<file path="src/rtl/core/rfcs_pkg.sv">
package rfcs_pkg;

  localparam int NUM_SWITCHES_DEF = 16;
  localparam int MAX_RESULTS = 16;
  localparam logic [15:0] REPEAT_WINDOW_RST = 16'd1000;

  localparam logic REQ_WRITE = 1'b0;
  localparam logic REQ_CODE = 1'b1;

  localparam logic KIND_ONOFF = 1'b0;
  localparam logic KIND_TOGGLE = 1'b1;

  typedef struct packed {
    logic        req_type;
    logic [3:0]  slot;
    logic [23:0] on_code;
    logic [23:0] off_code;
    logic        switch_kind;
    logic        active_in;
    logic [23:0] rx_code;
    logic [31:0] now_ms;
  } in_t;

  typedef struct packed {
    logic [3:0]  changed_slot;
    logic        new_active;
    logic [23:0] matched_code;
    logic        last;
  } out_t;

  typedef struct packed {
    logic [23:0] on_code;
    logic [23:0] off_code;
    logic        kind;
    logic        active;
  } entry_t;

endpackage

</file>
<file path="src/rtl/core/rfcs_table.sv">
module rfcs_table #(
  parameter int NUM_SWITCHES = rfcs_pkg::NUM_SWITCHES_DEF,
  parameter int IDX_W = (NUM_SWITCHES > 1) ? $clog2(NUM_SWITCHES) : 1
) (
  input  logic                clk,
  input  logic                rst_n,
  input  logic                we,
  input  logic [IDX_W-1:0]    waddr,
  input  rfcs_pkg::entry_t    wdata,
  input  logic                re,
  input  logic [IDX_W-1:0]    raddr,
  output rfcs_pkg::entry_t    rdata
);
  import rfcs_pkg::*;

  entry_t                  mem [NUM_SWITCHES];
  logic [NUM_SWITCHES-1:0] vld_r;
  entry_t                  rdata_r;
  logic                    rvld_r;

  // Unwritten entries read as zero.
  always_ff @(posedge clk) begin
    if (!rst_n) begin
      vld_r  <= '0;
      rvld_r <= 1'b0;
    end else begin
      if (we) vld_r[waddr] <= 1'b1;
      if (re) rvld_r <= vld_r[raddr];
    end
  end

  always_ff @(posedge clk) begin
    if (we) mem[waddr] <= wdata;
    if (re) rdata_r <= mem[raddr];
  end

  assign rdata = rvld_r ? rdata_r : '0;

endmodule

</file>
<file path="src/rtl/core/rf_code_switch_table_top.sv">
// Remote switch table. A write item leaves busy low. A received code that is dropped
// by the repeat filter, or is zero, also leaves busy low. Any other code walks the
// table one entry per cycle through the table memory's read port, so busy stays high,
// and no new item is accepted, until the walk is done. Results come out at most one
// per cycle, each for a single cycle on out_strobe, and must be taken as they appear;
// the final one of a code carries last and appears in the cycle in which busy falls.
module rf_code_switch_table_top #(
  parameter int NUM_SWITCHES = rfcs_pkg::NUM_SWITCHES_DEF
) (
  input  logic           clk,
  input  logic           rst_n,
  input  logic           cfg_we,
  input  logic [15:0]    cfg_wdata,
  input  logic           start,
  input  rfcs_pkg::in_t  in_data,
  output logic           busy,
  output logic           out_strobe,
  output rfcs_pkg::out_t out_data
);
  import rfcs_pkg::*;

  localparam int IDX_W = (NUM_SWITCHES > 1) ? $clog2(NUM_SWITCHES) : 1;
  localparam int CNT_W = $clog2(NUM_SWITCHES + 1);
  localparam int RES_W = $clog2(MAX_RESULTS + 1);

  typedef enum logic {ST_IDLE, ST_WALK} state_t;

  state_t           state_r;
  logic [15:0]      window_r;
  logic [23:0]      prev_code_r;
  logic [31:0]      prev_time_r;
  logic [23:0]      code_r;
  logic [CNT_W-1:0] rd_cnt_r;
  logic             eval_vld_r;
  logic [IDX_W-1:0] eval_idx_r;
  logic             pend_vld_r;
  out_t             pend_r;
  logic [RES_W-1:0] n_r;
  logic             out_strobe_r;
  out_t             out_r;

  logic             accept;
  logic             is_write;
  logic [31:0]      time_diff;
  logic             repeat_hit;
  logic             pass;
  logic             start_walk;
  logic             slot_ok;
  logic             rd_en;
  logic             walk_done;
  entry_t           ent;
  entry_t           new_ent;
  logic             chg;
  logic             act_new;
  logic             tbl_we;
  logic [IDX_W-1:0] tbl_waddr;
  entry_t           tbl_wdata;
  logic             take_res;
  logic             emit;

  assign accept     = start && (state_r == ST_IDLE);
  assign is_write   = (in_data.req_type == REQ_WRITE);
  assign time_diff  = in_data.now_ms - prev_time_r;
  assign repeat_hit = (in_data.rx_code == prev_code_r) && (time_diff < {16'd0, window_r});
  assign pass       = accept && !is_write && !repeat_hit;
  assign start_walk = pass && (in_data.rx_code != 24'd0);
  assign slot_ok    = ({28'd0, in_data.slot} < 32'(NUM_SWITCHES));
  assign rd_en      = (state_r == ST_WALK) && (rd_cnt_r != CNT_W'(NUM_SWITCHES));
  assign walk_done  = (state_r == ST_WALK) && (rd_cnt_r == CNT_W'(NUM_SWITCHES)) && !eval_vld_r;
  assign take_res   = (state_r == ST_WALK) && chg && (n_r != RES_W'(MAX_RESULTS));
  assign emit       = pend_vld_r && (take_res || walk_done);

  always_comb begin
    chg     = 1'b0;
    act_new = ent.active;
    if (ent.on_code == code_r) begin
      if (ent.kind == KIND_TOGGLE) begin
        act_new = ~ent.active;
        chg     = 1'b1;
      end else if (!ent.active) begin
        act_new = 1'b1;
        chg     = 1'b1;
      end
    end
    if (!chg && (ent.off_code == code_r) && (ent.kind == KIND_ONOFF) && ent.active) begin
      act_new = 1'b0;
      chg     = 1'b1;
    end
    chg = chg && eval_vld_r;
  end

  always_comb begin
    new_ent        = ent;
    new_ent.active = act_new;
  end

  always_comb begin
    if (state_r == ST_IDLE) begin
      tbl_we    = accept && is_write && slot_ok;
      tbl_waddr = IDX_W'(in_data.slot);
      tbl_wdata = '{on_code: in_data.on_code, off_code: in_data.off_code,
                    kind: in_data.switch_kind, active: in_data.active_in};
    end else begin
      tbl_we    = chg;
      tbl_waddr = eval_idx_r;
      tbl_wdata = new_ent;
    end
  end

  rfcs_table #(
    .NUM_SWITCHES(NUM_SWITCHES),
    .IDX_W(IDX_W)
  ) u_table (
    .clk(clk),
    .rst_n(rst_n),
    .we(tbl_we),
    .waddr(tbl_waddr),
    .wdata(tbl_wdata),
    .re(rd_en),
    .raddr(rd_cnt_r[IDX_W-1:0]),
    .rdata(ent)
  );

  always_ff @(posedge clk) begin
    if (!rst_n) begin
      state_r      <= ST_IDLE;
      window_r     <= REPEAT_WINDOW_RST;
      prev_code_r  <= '0;
      prev_time_r  <= '0;
      rd_cnt_r     <= '0;
      eval_vld_r   <= 1'b0;
      pend_vld_r   <= 1'b0;
      n_r          <= '0;
      out_strobe_r <= 1'b0;
    end else begin
      out_strobe_r <= emit;
      if (emit) begin
        out_r <= '{changed_slot: pend_r.changed_slot, new_active: pend_r.new_active,
                   matched_code: pend_r.matched_code, last: walk_done};
      end
      if (cfg_we) window_r <= cfg_wdata;
      eval_vld_r <= rd_en;
      if (rd_en) begin
        eval_idx_r <= rd_cnt_r[IDX_W-1:0];
        rd_cnt_r   <= rd_cnt_r + CNT_W'(1);
      end
      case (state_r)
        ST_IDLE: begin
          if (pass) begin
            prev_code_r <= in_data.rx_code;
            prev_time_r <= in_data.now_ms;
          end
          if (start_walk) begin
            state_r    <= ST_WALK;
            code_r     <= in_data.rx_code;
            rd_cnt_r   <= '0;
            n_r        <= '0;
            pend_vld_r <= 1'b0;
          end
        end
        ST_WALK: begin
          // Hold one result back so the final one can be marked last.
          if (take_res) begin
            pend_r     <= '{changed_slot: 4'(eval_idx_r), new_active: act_new,
                            matched_code: code_r, last: 1'b0};
            pend_vld_r <= 1'b1;
            n_r        <= n_r + RES_W'(1);
          end
          if (walk_done) begin
            state_r    <= ST_IDLE;
            pend_vld_r <= 1'b0;
          end
        end
        default: begin
          state_r <= ST_IDLE;
        end
      endcase
    end
  end

  assign busy       = (state_r != ST_IDLE);
  assign out_strobe = out_strobe_r;
  assign out_data   = out_r;

endmodule

</file>
<file path="config.mk">
export PLATFORM = sky130hd
export DESIGN_NAME = rf_code_switch_table_top
export DESIGN_NICKNAME = d
export VERILOG_FILES = /design/src/rtl/core/rfcs_pkg.sv /design/src/rtl/core/rfcs_table.sv /design/src/rtl/core/rf_code_switch_table_top.sv
export SDC_FILE = /design/constraint.sdc
export NUM_CORES = 1
export LEC_CHECK = 0
export BUFFER_PORTS_ARGS = -buffer_cell sky130_fd_sc_hd__buf_2
export CORE_MARGIN = 5
export CORE_UTILIZATION = 61
export DETAILED_ROUTE_END_ITERATION = 16
export GPL_ROUTABILITY_DRIVEN = 1
export GPL_TIMING_DRIVEN = 0
export HOLD_SLACK_MARGIN = 0.12
export PLACE_DENSITY_LB_ADDON = 0.3
export SLEW_MARGIN = 30
export SYNTH_ARGS = -nofsm -noshare
export SYNTH_HDL_FRONTEND = slang
export SYNTH_SLANG_ARGS = --single-unit
</file>
<file path="constraint.sdc">
create_clock -name clk -period 12.45 [get_ports clk]
set_input_delay 3.735 -clock clk [delete_from_list [all_inputs] [get_ports clk]]
set_output_delay 3.735 -clock clk [all_outputs]
set_load 0.02 [all_outputs]
</file>
==> metrics.cfg <==
[synthesis]
synth_fp_nets = 2625
synthArstFlopShare_pct = 0
synthFlopType = edfxtp_1
syn_area_sq_um = 42670
yosysUniqueCellTypes = 71
ys_seq_area_share_pct = 70.77
synth-edff-count = 937
ys_ff_latch = 1040
avgSynthCellArea_sq_um = 17.47
ys_warn_count = 0
synthCells = 2443

[routing]
drtPass1Iterations = 6
final_antenna_net_count = 0
drt_iter0_markers = 3998
drc = 0
routed_wl_um = 126700
post_drt_wl_per_cell_um = 33.35
via_count = 25990
viasPerCell = 6.840

[cts]
clockBufferDepth = 3
htreeDepth = 3
cts_setup_buffers = 0
cts.sinks = 1040
post_cts_resized = 0
cts-root-buf = clkbuf_16
clk_pin_slew_worst_paths_ns = 0.06
tritoncts = built
cts_hold_buf = 0
cts_buffers = 102
clock_latency_ns = 0.67

[floorplanning]
pin_count = 163
rows = 97
die_y_um = 274.5
start_util_pct = 61.25
die_area_sq_um = 75340
core-area_sq_um = 69660
fp.dieW_um = 274.5

[sta]
finalCritPeriodShare_pct = 70.38
slew_violations = 0
grt_setup_unrepaired = false
finalCriticalPeriod_ns = 8.762
hold_violations = 0
fmax_ghz = 0.1141
fin_skew_ns = 0.02521
worst_slew_pin_slew_ns = 1.057
setup_slack_ns = 3.688
finalSetupTns_ns = 0
finalSetupViolations = 0
slew_headroom_pct = 29.55

[critical_path]
cp.required_ns = 12.81
crit_path_max_fanout = 10
critPathCaptureType = register
path_class = primary input to register
start_kind = primary input
cp.arrival_ns = 9.12
worst_r2r_endpoint = code_r[19]
reg2reg_depth = 20
r2r_setup_slack_ns = 6.49
r2r-start = prev_time_r[8]

[global_route]
grt-ovfl-total = 0
antenna_found_initial = 7
grt_first_pass_wirelength_um = 180000
grt_pass1_vias = 26240
grt_max_degree = 30
grtUsageTotal_pct = 33.60

[layout]
nets = 2956
n_fill_cell = 4066
syn2layout_area_growth_pct = 17.11
drive_above_1_share_pct = 26.16

[run_status]
status = finished, final reports clean

[worst_hold_path]
hp-start = pend_r[17]
hold_end = out_data[17]
whs_path_depth = 0
hold_class = register to register

[placed_design]
hpwl_um = 79380
io_buffers = 160
gp_congestion = 0.9306
dpl_worst_slack_ns = 3.082

[flow_run]
cap_violations = 0

[power]
ir_drop_uv = 105.1
power.density_nw_per_um2 = 150.4
leakagePower_uw = 0.01644

-- placed cells by master, fill, tap and decap left out, types with 25 or more instances in the layout --
cell type	n
buf_2	180
mux2i_1	67
xnor2_1	37
mux4_2	255
o21ai_0	28
buf_16	56
nand2_1	213
xor2_1	25
a21oi_1	53
inv_1	124
nand4_1	27
edfxtp_1	937
ha_1	50
clkbuf_16	104
dfxtp_1	103
nor2_1	50
o21ai_2	37
clkbuf_1	100
-- cells by family after synthesis --
family,share of synthesized area [%]
and+or+nand+nor,4.721
DFF,70.77
AOI/OAI and AO/OA,4.389
buffers and inverters,2.278
xor gates and xnor gates,1.273
muxes,15.06
adders and majority gates,1.513
-- cell usage after synthesis (3+ instances only) --
| cell | number | area, sq um |
|---|---|---|
| edfxtp_1 | 937 | 28140 |
| nor2_1 | 66 | 247.7 |
| nor3_1 | 15 | 75.07 |
| mux4_2 | 255 | 5743 |
| nand3_1 | 22 | 110.1 |
| o211a_1 | 5 | 50.05 |
| xor2_1 | 25 | 219.0 |
| a31o_2 | 4 | 35.03 |
| or3_1 | 5 | 31.28 |
| nand4_1 | 27 | 168.9 |
| xnor2_1 | 37 | 324.1 |
| o2111ai_1 | 3 | 26.28 |
| clkbuf_1 | 90 | 337.8 |
| nand2_1 | 213 | 799.5 |
| a21oi_1 | 54 | 270.3 |
| o21ai_1 | 9 | 45.04 |
| ha_1 | 50 | 625.6 |
| a21o_1 | 18 | 135.1 |
| nand3b_1 | 18 | 135.1 |
| o221ai_1 | 4 | 35.03 |
| a211oi_1 | 6 | 45.04 |
| a2bb2oi_1 | 3 | 26.28 |
| and2_1 | 7 | 43.79 |
| mux2i_1 | 67 | 670.6 |
| nor2b_1 | 6 | 37.54 |
| or2_2 | 7 | 43.79 |
| and3_1 | 5 | 31.28 |
| nand2b_1 | 9 | 56.30 |
| o21bai_1 | 5 | 37.54 |
| buf_6 | 5 | 56.30 |
| inv_1 | 125 | 469.2 |
| o211ai_1 | 9 | 67.56 |
| a2111oi_0 | 3 | 26.28 |
| a31oi_1 | 5 | 31.28 |
| o21ai_0 | 77 | 385.4 |
| buf_2 | 3 | 15.01 |
| a22oi_1 | 13 | 97.59 |
| nor4_1 | 17 | 106.4 |
| buf_1 | 25 | 93.84 |
| dfxtp_1 | 103 | 2062 |
| o21a_1 | 24 | 180.2 |
| o22ai_1 | 21 | 131.4 |
-- how the worst max path moves through the flow --
stage / from / to / slack, ns / depth (start not counted)
floorplan: in_data[4] / code_r[0] / 3.77 / 16
global placement: in_data[8] / code_r[18] / 1.40 / 18
detailed placement: in_data[8] / code_r[17] / 3.08 / 20
CTS: in_data[8] / code_r[18] / 3.73 / 20
global route: in_data[0] / code_r[18] / 3.45 / 22
finish: in_data[8] / code_r[19] / 3.69 / 20
-- worst max-delay path, stage by stage --
cell	delay, ns
buf_2	0.11
ha_1	0.27
clkbuf_1	0.30
a21oi_1	0.11
o21a_1	0.18
nor3_1	0.51
or2_2	0.25
nand3_1	0.14
o21a_1	0.21
xnor2_1	0.12
ha_1	0.34
nand4_1	0.26
nor4b_1	0.81
nor4_1	0.12
and4_1	0.22
o2111ai_1	0.16
nor4_4	0.15
nor3_2	0.55
buf_4	0.32
buf_4	0.22
-- state kept, by name (all words and copies together), names as in the netlist --
name and flops:
eval_vld_r 1, window_r 16, prev_time_r 32, code_r 24, busy 1, u_table.mem 800
n_r 5, pend_vld_r 1, u_table.rdata_r 50, rd_cnt_r 5, u_table.rvld_r 1, out_data 30
pend_r 29, eval_idx_r 4, prev_code_r 24, out_strobe 1, u_table.vld_r 16
-- layer usage --
layer	vias to the layer above	wire [um]	track usage, %
li1	10330	-	-
met1	12940	42290	43.45
met2	2276	61340	54.92
met3	436	15360	6.922
met4	6	7697	16.89
met5	-	33	0
-- cell type report --
cell class	count	area [sq um]	share of cell area [%]
Tap cell	940	1176	2.353
Clock inverter	58	575.6	1.152
Antenna cell	5	12.51	0.02504
Inverter	125	471.7	0.9439
Clock buffer	127	2729	5.460
Multi-Input combinational cell	1155	11780	23.58
Sequential cell	1040	30200	60.43
Timing Repair Buffer	227	2492	4.987
Buffer	123	536.8	1.074
-- stage by stage --
stage / cell area (sq um) / cells / hold WS [ns] / util [%] / total power [uW]
final: 49980 / 3800 / 0.4176 / 71.74 / 7515
after global routing: 49970 / 3796 / 0.4206 / 71.72 / 7713
after CTS: 49810 / 3794 / 0.4150 / 71.50 / 7497
after detailed placement: 46500 / 3609 / 0.4045 / 66.75 / 4478
after global placement: 44650 / 3543 / 0.4017 / 64.09 / 4439
after floorplan: 42670 / 2443 / 0.4003 / - / 4285
-- where the power goes --
group          total, uW  internal, uW  switching (uW)
registers           3910          3870            36.5
logic                521           200             321
clock network       3080          1730            1360
(Power assumes the default switching activity.)
